File: config.mk
export PLATFORM = sky130hd
export DESIGN_NAME = dual_channel_unit_hydrograph_fir
export DESIGN_NICKNAME = d
export VERILOG_FILES = /design/src/design/dcuhf_pkg.sv /design/src/design/dcuhf_ram.sv /design/src/design/dcuhf_mac.sv /design/src/design/dcuhf_seq.sv /design/src/design/dual_channel_unit_hydrograph_fir.sv
export SDC_FILE = /design/constraint.sdc
export NUM_CORES = 2
export LEC_CHECK = 0
export ABC_AREA = 1
export BUFFER_PORTS_ARGS = -buffer_cell sky130_fd_sc_hd__clkbuf_2
export CAP_MARGIN = 20
export CORE_MARGIN = 3
export CORE_UTILIZATION = 37
export DETAILED_ROUTE_END_ITERATION = 16
export PLACE_DENSITY = 0.63
export SYNTH_ARGS = -nofsm -noshare
export SYNTH_HDL_FRONTEND = slang
export SYNTH_SLANG_ARGS = --single-unit
File: constraint.sdc
create_clock -name clk_i -period 12.67 [get_ports clk_i]
set_clock_uncertainty 0.15 [all_clocks]
set_input_delay 1.9005 -clock clk_i [delete_from_list [all_inputs] [get_ports clk_i]]
set_output_delay 1.9005 -clock clk_i [all_outputs]
set_load 0.05 [all_outputs]
File: src/design/dcuhf_pkg.sv
// Shared types, constants and sizes for the dual-channel unit-hydrograph FIR.
`default_nettype none
package dcuhf_pkg;

  localparam int TAPS = 32;

  // Address width of the per-channel stores, at least one bit.
  localparam int AW = (TAPS > 1) ? $clog2(TAPS) : 1;
  // Product step counter, runs 0 .. 2*TAPS.
  localparam int PW = $clog2(2 * TAPS + 1);
  // Fill count of the delay line, runs 0 .. TAPS.
  localparam int FW = $clog2(TAPS + 1);
  // Exact sum of 2*TAPS products of 32 bits.
  localparam int ACC_W = 32 + $clog2(2 * TAPS);

  localparam logic [23:0] FLOW_MAX = 24'hFF_FFFF;
  localparam logic [15:0] ROUND_HALF = 16'h8000;

  typedef enum logic [1:0] {
    FUNC_SAMPLE      = 2'd0,
    FUNC_LOAD_LAND   = 2'd1,
    FUNC_LOAD_GROUND = 2'd2
  } func_e;

  typedef enum logic [1:0] {
    ST_IDLE,
    ST_RUN,
    ST_DRAIN,
    ST_DONE
  } state_e;

  typedef struct packed {
    logic [1:0]  func;
    logic [15:0] land_runoff;
    logic [15:0] ground_baseflow;
    logic [4:0]  tap_index;
    logic [15:0] tap_value;
  } in_t;

  typedef struct packed {
    logic [23:0] routed_flow;
    logic        saturated;
  } out_t;

  typedef struct packed {
    logic          hist_we;
    logic [AW-1:0] hist_waddr;
    logic          hist_re;
    logic [AW-1:0] hist_raddr;
    logic          kl_we;
    logic          kg_we;
    logic [AW-1:0] k_waddr;
    logic          k_re;
    logic [AW-1:0] k_raddr;
  } mem_ctrl_t;

  typedef struct packed {
    logic clear;
    logic mul_en;
    logic sel_ground;
    logic hist_ok;
    logic kl_ok;
    logic kg_ok;
  } mac_ctrl_t;

endpackage
`default_nettype wire

File: src/design/dcuhf_ram.sv
// Generic simple dual-port RAM with one write port and a registered read port.
`default_nettype none
module dcuhf_ram #(
  parameter int WIDTH = 16,
  parameter int DEPTH = 32,
  parameter int AW    = (DEPTH > 1) ? $clog2(DEPTH) : 1
) (
  input  wire logic             clk_i,
  input  wire logic             we_i,
  input  wire logic [AW-1:0]    waddr_i,
  input  wire logic [WIDTH-1:0] wdata_i,
  input  wire logic             re_i,
  input  wire logic [AW-1:0]    raddr_i,
  output logic      [WIDTH-1:0] rdata_o
);

  logic [WIDTH-1:0] mem_q [DEPTH];
  logic [WIDTH-1:0] rdata_q;

  always_ff @(posedge clk_i) begin
    if (we_i) begin
      mem_q[waddr_i] <= wdata_i;
    end
  end

  // Hold the last read word until the next read.
  always_ff @(posedge clk_i) begin
    if (re_i) begin
      rdata_q <= mem_q[raddr_i];
    end
  end

  assign rdata_o = rdata_q;

endmodule
`default_nettype wire

File: src/design/dcuhf_mac.sv
// Shared 16x16 multiply-accumulate unit with rounding and saturation of the sum.
`default_nettype none
module dcuhf_mac (
  input  wire logic                  clk_i,
  input  wire logic                  rst_ni,
  input  wire dcuhf_pkg::mac_ctrl_t  ctrl_i,
  input  wire logic [31:0]           hist_rdata_i,
  input  wire logic [15:0]           kl_rdata_i,
  input  wire logic [15:0]           kg_rdata_i,
  output dcuhf_pkg::out_t            result_o
);
  import dcuhf_pkg::*;

  localparam int FLW = ACC_W + 1 - 16;

  logic [15:0]      op_a;
  logic [15:0]      op_b;
  logic             op_ok;
  logic [31:0]      prod_d, prod_q;
  logic             prod_v_d, prod_v_q;
  logic [ACC_W-1:0] acc_d, acc_q;
  logic [ACC_W:0]   rounded;
  logic [FLW-1:0]   flow;
  logic             sat;

  // Land sample is the upper half of the history word.
  always_comb begin
    op_a  = ctrl_i.sel_ground ? hist_rdata_i[15:0] : hist_rdata_i[31:16];
    op_b  = ctrl_i.sel_ground ? kg_rdata_i : kl_rdata_i;
    op_ok = ctrl_i.hist_ok && (ctrl_i.sel_ground ? ctrl_i.kg_ok : ctrl_i.kl_ok);
    prod_d   = op_ok ? (32'(op_a) * 32'(op_b)) : 32'd0;
    prod_v_d = ctrl_i.mul_en;
  end

  always_comb begin
    acc_d = acc_q;
    if (ctrl_i.clear) begin
      acc_d = '0;
    end else if (prod_v_q) begin
      acc_d = acc_q + ACC_W'(prod_q);
    end
  end

  always_ff @(posedge clk_i or negedge rst_ni) begin
    if (!rst_ni) begin
      prod_v_q <= 1'b0;
    end else begin
      prod_v_q <= prod_v_d;
    end
  end

  always_ff @(posedge clk_i) begin
    if (ctrl_i.mul_en) begin
      prod_q <= prod_d;
    end
    acc_q <= acc_d;
  end

  // Round half up to Q16.8, then clip.
  always_comb begin
    rounded = {1'b0, acc_q} + (ACC_W + 1)'(ROUND_HALF);
    flow    = rounded[ACC_W:16];
    sat     = 32'(flow) > 32'(FLOW_MAX);
    result_o.routed_flow = sat ? FLOW_MAX : 24'(flow);
    result_o.saturated   = sat;
  end

endmodule
`default_nettype wire

File: src/design/dcuhf_seq.sv
// Sequencer: item intake, delay-line pointers, tap valid bits and product stepping.
`default_nettype none
module dcuhf_seq (
  input  wire logic                  clk_i,
  input  wire logic                  rst_ni,
  input  wire logic                  in_valid_i,
  input  wire dcuhf_pkg::in_t        in_data_i,
  output logic                       in_ready_o,
  input  wire logic                  out_free_i,
  output logic                       out_load_o,
  output dcuhf_pkg::mem_ctrl_t       mem_o,
  output dcuhf_pkg::mac_ctrl_t       mac_o
);
  import dcuhf_pkg::*;

  localparam logic [PW-1:0] P_LAST = PW'(2 * TAPS);
  localparam logic [AW-1:0] A_LAST = AW'(TAPS - 1);

  state_e        state_q, state_d;
  logic [PW-1:0] p_q, p_d;
  logic [AW-1:0] wp_q, wp_d;
  logic [AW-1:0] rd_ptr_q, rd_ptr_d;
  logic [FW-1:0] fill_q, fill_d;
  logic [TAPS-1:0] klv_q, klv_d;
  logic [TAPS-1:0] kgv_q, kgv_d;
  logic          hist_ok_q, kl_ok_q, kg_ok_q;

  logic          accept;
  logic          take_sample;
  logic          idx_ok;
  logic [AW-1:0] wp_next;
  logic [AW-1:0] tap_addr;
  logic [AW-1:0] k;
  logic          rd_en;

  assign accept      = in_valid_i && in_ready_o;
  assign take_sample = accept && (in_data_i.func == FUNC_SAMPLE);
  assign idx_ok      = 32'(in_data_i.tap_index) < TAPS;
  assign tap_addr    = AW'(in_data_i.tap_index);
  assign wp_next     = (wp_q == A_LAST) ? '0 : wp_q + 1'b1;
  assign k           = p_q[AW:1];

  // Next state
  always_comb begin
    state_d = state_q;
    case (state_q)
      ST_IDLE: begin
        if (take_sample) state_d = ST_RUN;
      end
      ST_RUN: begin
        if (p_q == P_LAST) state_d = ST_DRAIN;
      end
      ST_DRAIN: begin
        state_d = ST_DONE;
      end
      ST_DONE: begin
        if (out_free_i) state_d = ST_IDLE;
      end
      default: begin
        state_d = ST_IDLE;
      end
    endcase
  end

  // Outputs
  always_comb begin
    in_ready_o = (state_q == ST_IDLE);
    rd_en      = (state_q == ST_RUN) && !p_q[0] && (p_q < P_LAST);
    out_load_o = (state_q == ST_DONE) && out_free_i;

    mem_o.hist_we    = take_sample;
    mem_o.hist_waddr = wp_next;
    mem_o.hist_re    = rd_en;
    mem_o.hist_raddr = rd_ptr_q;
    mem_o.kl_we      = accept && (in_data_i.func == FUNC_LOAD_LAND) && idx_ok;
    mem_o.kg_we      = accept && (in_data_i.func == FUNC_LOAD_GROUND) && idx_ok;
    mem_o.k_waddr    = tap_addr;
    mem_o.k_re       = rd_en;
    mem_o.k_raddr    = k;

    mac_o.clear      = take_sample;
    mac_o.mul_en     = (state_q == ST_RUN) && (p_q != '0);
    mac_o.sel_ground = !p_q[0];
    mac_o.hist_ok    = hist_ok_q;
    mac_o.kl_ok      = kl_ok_q;
    mac_o.kg_ok      = kg_ok_q;
  end

  // Pointers, fill count and tap valid bits
  always_comb begin
    p_d      = p_q;
    wp_d     = wp_q;
    rd_ptr_d = rd_ptr_q;
    fill_d   = fill_q;
    klv_d    = klv_q;
    kgv_d    = kgv_q;
    if (take_sample) begin
      p_d      = '0;
      wp_d     = wp_next;
      rd_ptr_d = wp_next;
      if (32'(fill_q) < TAPS) fill_d = fill_q + 1'b1;
    end
    if (state_q == ST_RUN) p_d = p_q + 1'b1;
    // Walk from newest to oldest entry.
    if (rd_en) rd_ptr_d = (rd_ptr_q == '0) ? A_LAST : rd_ptr_q - 1'b1;
    if (mem_o.kl_we) klv_d[tap_addr] = 1'b1;
    if (mem_o.kg_we) kgv_d[tap_addr] = 1'b1;
  end

  always_ff @(posedge clk_i or negedge rst_ni) begin
    if (!rst_ni) begin
      state_q  <= ST_IDLE;
      p_q      <= '0;
      wp_q     <= '0;
      rd_ptr_q <= '0;
      fill_q   <= '0;
      klv_q    <= '0;
      kgv_q    <= '0;
    end else begin
      state_q  <= state_d;
      p_q      <= p_d;
      wp_q     <= wp_d;
      rd_ptr_q <= rd_ptr_d;
      fill_q   <= fill_d;
      klv_q    <= klv_d;
      kgv_q    <= kgv_d;
    end
  end

  // Masks travel with the registered read data.
  always_ff @(posedge clk_i) begin
    if (rd_en) begin
      hist_ok_q <= 32'(k) < 32'(fill_q);
      kl_ok_q   <= klv_q[k];
      kg_ok_q   <= kgv_q[k];
    end
  end

  a_fill_bound: assert property (@(posedge clk_i) disable iff (!rst_ni)
    32'(fill_q) <= TAPS)
    else $error("delay line fill count beyond depth");

  a_rd_ptr_bound: assert property (@(posedge clk_i) disable iff (!rst_ni)
    32'(rd_ptr_q) < TAPS)
    else $error("history read pointer out of range");

  a_sample_starts: assert property (@(posedge clk_i) disable iff (!rst_ni)
    take_sample |=> (state_q == ST_RUN) && (p_q == '0))
    else $error("sample beat did not start the product walk");

  a_load_one_cycle: assert property (@(posedge clk_i) disable iff (!rst_ni)
    (accept && !take_sample) |=> in_ready_o)
    else $error("load beat did not return to idle");

  a_load_on_done: assert property (@(posedge clk_i) disable iff (!rst_ni)
    out_load_o |-> $past(state_q) == ST_DRAIN || $past(state_q) == ST_DONE)
    else $error("result loaded outside the finish step");

endmodule
`default_nettype wire

File: src/design/dual_channel_unit_hydrograph_fir.sv
// Top level of the dual-channel unit-hydrograph FIR router.
//
// Each sample beat (func 0) pushes one land runoff and one groundwater baseflow
// value into two delay lines and returns the rounded, saturated sum of both
// convolutions as Q16.8. No new beat is taken until the result of a sample is
// in the output register: one 16x16 multiplier walks the 2*TAPS products, land
// then ground for each tap, fed from registered-read memories that hold the
// history ring and the two kernels. Load beats (func 1 and 2) write one kernel
// tap and leave the unit ready for the next beat; loads at or beyond the tap
// count and func 3 are dropped. The result sits in an output register, so
// a new beat is taken while it waits. History reads as zero until written via
// a fill count and each tap via a valid bit, so no clearing pass follows reset.
`default_nettype none
module dual_channel_unit_hydrograph_fir (
  input  wire logic              clk_i,
  input  wire logic              rst_ni,
  input  wire logic              in_valid_i,
  output logic                   in_ready_o,
  input  wire dcuhf_pkg::in_t    in_data_i,
  output logic                   out_valid_o,
  input  wire logic              out_ready_i,
  output dcuhf_pkg::out_t        out_data_o
);
  import dcuhf_pkg::*;

  mem_ctrl_t   mem;
  mac_ctrl_t   mac;
  logic        out_load;
  logic        out_free;
  logic [31:0] hist_rdata;
  logic [15:0] kl_rdata;
  logic [15:0] kg_rdata;
  out_t        result;
  logic        out_valid_q, out_valid_d;
  out_t        out_data_q;

  assign out_free = !out_valid_q || out_ready_i;

  dcuhf_seq u_seq (
    .clk_i      (clk_i),
    .rst_ni     (rst_ni),
    .in_valid_i (in_valid_i),
    .in_data_i  (in_data_i),
    .in_ready_o (in_ready_o),
    .out_free_i (out_free),
    .out_load_o (out_load),
    .mem_o      (mem),
    .mac_o      (mac)
  );

  dcuhf_ram #(.WIDTH(32), .DEPTH(TAPS)) u_hist_ram (
    .clk_i   (clk_i),
    .we_i    (mem.hist_we),
    .waddr_i (mem.hist_waddr),
    .wdata_i ({in_data_i.land_runoff, in_data_i.ground_baseflow}),
    .re_i    (mem.hist_re),
    .raddr_i (mem.hist_raddr),
    .rdata_o (hist_rdata)
  );

  dcuhf_ram #(.WIDTH(16), .DEPTH(TAPS)) u_land_kernel_ram (
    .clk_i   (clk_i),
    .we_i    (mem.kl_we),
    .waddr_i (mem.k_waddr),
    .wdata_i (in_data_i.tap_value),
    .re_i    (mem.k_re),
    .raddr_i (mem.k_raddr),
    .rdata_o (kl_rdata)
  );

  dcuhf_ram #(.WIDTH(16), .DEPTH(TAPS)) u_ground_kernel_ram (
    .clk_i   (clk_i),
    .we_i    (mem.kg_we),
    .waddr_i (mem.k_waddr),
    .wdata_i (in_data_i.tap_value),
    .re_i    (mem.k_re),
    .raddr_i (mem.k_raddr),
    .rdata_o (kg_rdata)
  );

  dcuhf_mac u_mac (
    .clk_i        (clk_i),
    .rst_ni       (rst_ni),
    .ctrl_i       (mac),
    .hist_rdata_i (hist_rdata),
    .kl_rdata_i   (kl_rdata),
    .kg_rdata_i   (kg_rdata),
    .result_o     (result)
  );

  // Output beat register
  always_comb begin
    out_valid_d = out_valid_q;
    if (out_load) begin
      out_valid_d = 1'b1;
    end else if (out_ready_i) begin
      out_valid_d = 1'b0;
    end
  end

  always_ff @(posedge clk_i or negedge rst_ni) begin
    if (!rst_ni) begin
      out_valid_q <= 1'b0;
    end else begin
      out_valid_q <= out_valid_d;
    end
  end

  always_ff @(posedge clk_i) begin
    if (out_load) begin
      out_data_q <= result;
    end
  end

  assign out_valid_o = out_valid_q;
  assign out_data_o  = out_data_q;

endmodule
`default_nettype wire
==> reports/results.txt <==
Routability cong.: 0.861
Tightest Hold Check Type: flip-flop to flip-flop
Post-synth EDFFs: 2,170
RR Startpoint: u_seq.p_q[0]$_DFFE_PN0P_
CP startpoint kind: flip-flop
Die ar.: 282,000 sq um
Vias in the first global route: 65.8k
Crit path max-delay family: adder cells
Final worst path period share: 59.3%
Area fraction of the dominant cell type after synthesis: 64.0%
Gr ovfl total: 0
Final setup fails: 0
Chip width: 531 microns
Worst path max stage delay: 0.57 ns
Area after DPL: 106,000 sq um
Number of core rows: 191
RSZ-0062 raised after global routing: no
DR vias/cell: 5.53
Clk_lat worst skew: 0.91 ns
R2R depth: 26
Initial drt markers: 7,850
Area delta synth->final: 11.6%
Share of post-route cells with drive strength above 1: 8.66%
All-layer global routing usage: 20.3%
Postcts setup bufs: 0
CP Capture Type: flip-flop
Cell area after synthesis: 102,000 sq um
Register area: 68,200 sq um
CTS tree: done
Worst path most repeated cell: fa_1
Netlist cell types: 51
CP Depth: 26
Final hold vios: 0
Detailed-route via count: 68.2k
Core region area: 272,000 sq um
Layout filler cell count: 25.1k
YS warnings: 0
Mux contribution to synthesized area: 0%
Synthesized flop and latch total: 2,299
Htree depth: 4
Worst-margin pin slew: 1.02 ns
First-pass GRT wire length: 432,000 microns
Synth Area in XOR/XNOR: 0.387%
Post-CTS resize count: 0
Status: completed
Multi-input gate area: 29,300 sq um
Setup TNS: 0 ns
Commonest cells after routing, fill and taps aside: edfxtp_1, nor2_1, o21ai_0, nand2_1, inv_1
Post-DP HPWL: 167,000 microns
Fmax achieved: 0.133 GHz
WS Path Type: flip-flop to flip-flop
Drt drc: 0
Largest family of logic cells by synthesized area: compound AO/OA/AOI/OAI gates
# IOs: 86
Wire length per cell: 23.7 microns
Final Cell Area: 114,000 sq um
Main synth FF type: edfxtp_1
Worst rel slew slack: 31.9%
Antenna violations before repair: 11
Critical path buffers and inverters: 7
Worst path arrival time: 8.02 ns
TritonRoute pass-1 iters: 6
Post-Synth Simple-Gate Area: 11.1%
Clock Root Buffer: clkbuf_16
Max Slew Vio Count: 0
CTS Hold Buffers Added: 0
Crit path max fanout: 37
Die height: 531 microns
Min Tclk post-route: 7.52 ns
Average cell area after synthesis: 11.9 sq um
Fin nets: 8,979
Compound-Gate Fraction of Synth Area: 11.3%
R2R setup slack: 5.15 ns
Pin count of the biggest net entering global routing: 214
Crit path required time: 13.17 ns
Gate Count Post-Synth: 8,570
TritonCTS Sinks: 2,299
Total CTS buffers: 235
Slowest CP cell: fa_1
CP Launch Point: u_seq.p_q[0]$_DFFE_PN0P_
Routed Antenna Nets: 0
Async set or reset register ratio after synthesis: 3.96%
Top area cells in the synthesized netlist: edfxtp_1, nor2_1, o21ai_0
Reported max-cap violation count: 0
Adder-Cell Fraction of Synth Area: 5.69%
Post-synth top area cell: edfxtp_1
Initial Util: 37.4%
RR Endpoint: u_mac.prod_q[30]$_SDFFCE_PN0P_
Sequential share of the synthesized area: 67.0%
WL final: 292,000 microns
Most common cell after layout, fill and taps aside: edfxtp_1
CTS max path bufs: 4
Worst setup path end: u_mac.prod_q[30]$_SDFFCE_PN0P_
Clock-pin slew on the worst setup and hold paths: 0.06 ns
Port Buffers: 83
-- how the worst min path moves through the flow --
stage                                startpoint                           to  cells past startpoint
floorplan            u_seq.kgv_q[8]$_DFFE_PN0P_   u_seq.kgv_q[8]$_DFFE_PN0P_                      2
detailed placement   u_seq.klv_q[8]$_DFFE_PN0P_   u_seq.klv_q[8]$_DFFE_PN0P_                      2
global route        u_seq.klv_q[28]$_DFFE_PN0P_  u_seq.klv_q[28]$_DFFE_PN0P_                      1
CTS                  u_seq.klv_q[8]$_DFFE_PN0P_   u_seq.klv_q[8]$_DFFE_PN0P_                      2
global placement     u_seq.kgv_q[8]$_DFFE_PN0P_   u_seq.kgv_q[8]$_DFFE_PN0P_                      2
finish              u_seq.kgv_q[22]$_DFFE_PN0P_  u_seq.kgv_q[22]$_DFFE_PN0P_                      2
-- kinds of logic after synthesis --
kind of cell,count (synthesis)
compound gates,2003
flops,2299
simple gates,2810
buf+inv,1066
other cells,1
fa+ha+maj,346
xor+xnor,45
-- state kept, by name, indices dropped and copies added, names as in the netlist, 6 cells and up --
signal,cells
u_ground_kernel_ram.mem_q,512
u_land_kernel_ram.rdata_o,16
u_mac.prod_q,32
u_hist_ram.rdata_o,32
u_land_kernel_ram.mem_q,512
out_data_o,23
u_seq.klv_q,32
u_seq.kgv_q,32
u_hist_ram.mem_q,1024
u_mac.acc_q,38
u_seq.fill_q,6
u_ground_kernel_ram.rdata_o,16
u_seq.p_q,7
-- final cells by class --
class                           instances  share of cell area, %
Timing Repair Buffer                  259                   1.61
Antenna cell                            7                 0.0154
Tap cell                             3570                   3.93
Clock buffer                          301                   5.51
Sequential cell                      2299                   60.1
Multi-Input combinational cell       5206                   25.8
Inverter                              573                   1.93
Clock inverter                        128                   1.14
-- metal layers --
layer  global-route usage, %  share of wire [%]  vias up
met5                       0              0.016        -
met4                    6.58                3.3        8
met3                    2.72                8.0      500
met2                    32.8                 47     2976
met1                    28.3                 42    34300
li1                        -                  -    30500
-- metrics by stage --
| step | util, % | setup slack, ns | cells | hold WS, ns |
|---|---|---|---|---|
| 2_1_floorplan | - | 6.54 | 8571 | 0.274 |
| 3_3_place_gp | 38.9 | 5.31 | 11900 | 0.288 |
| 3_5_place_dp | 38.9 | 5.17 | 11900 | 0.295 |
| 4_1_cts | 41.7 | 5.18 | 12300 | 0.311 |
| 5_1_grt | 41.7 | 4.56 | 12300 | 0.326 |
| 6_report | 41.7 | 5.15 | 12300 | 0.311 |
-- worst reg2reg max path: stages, from the launching register on --
cell and delay (ns):
dfrtp_2 0.34, buf_4 0.39, inv_2 0.39, or2_2 0.38
o21ai_0 0.27, inv_1 0.46, nand2_1 0.21, fa_1 0.47
fa_1 0.57, inv_1 0.06, fa_1 0.48, fa_1 0.46
fa_1 0.57, inv_1 0.07, fa_1 0.48, inv_1 0.04
ha_1 0.33, a21oi_1 0.24, inv_1 0.07, a21oi_1 0.26
nor2_1 0.07, nor2_1 0.13, nor2_1 0.06, nor2_1 0.13
nand3_1 0.09, nand2_1 0.06, nor2_1 0.04
-- cell usage after synthesis, types with 14 or more instances --
cell	instances
clkbuf_1	266
buf_2	138
nand4_1	45
inv_1	555
or2_2	74
inv_2	14
dfrtp_1	91
nand3_1	278
o22ai_1	195
o221ai_1	187
fa_1	195
buf_6	42
ha_1	151
dfxtp_1	38
xor2_1	36
nand2_1	767
nor2_1	1581
buf_1	18
nor3_1	35
buf_4	22
o21ai_0	1124
o21a_1	21
o21ai_1	154
edfxtp_1	2170
o211ai_1	148
a21oi_1	140
Power is not shown: default switching activity piles up to over one toggle a cycle in this logic, so the estimate is an artifact.
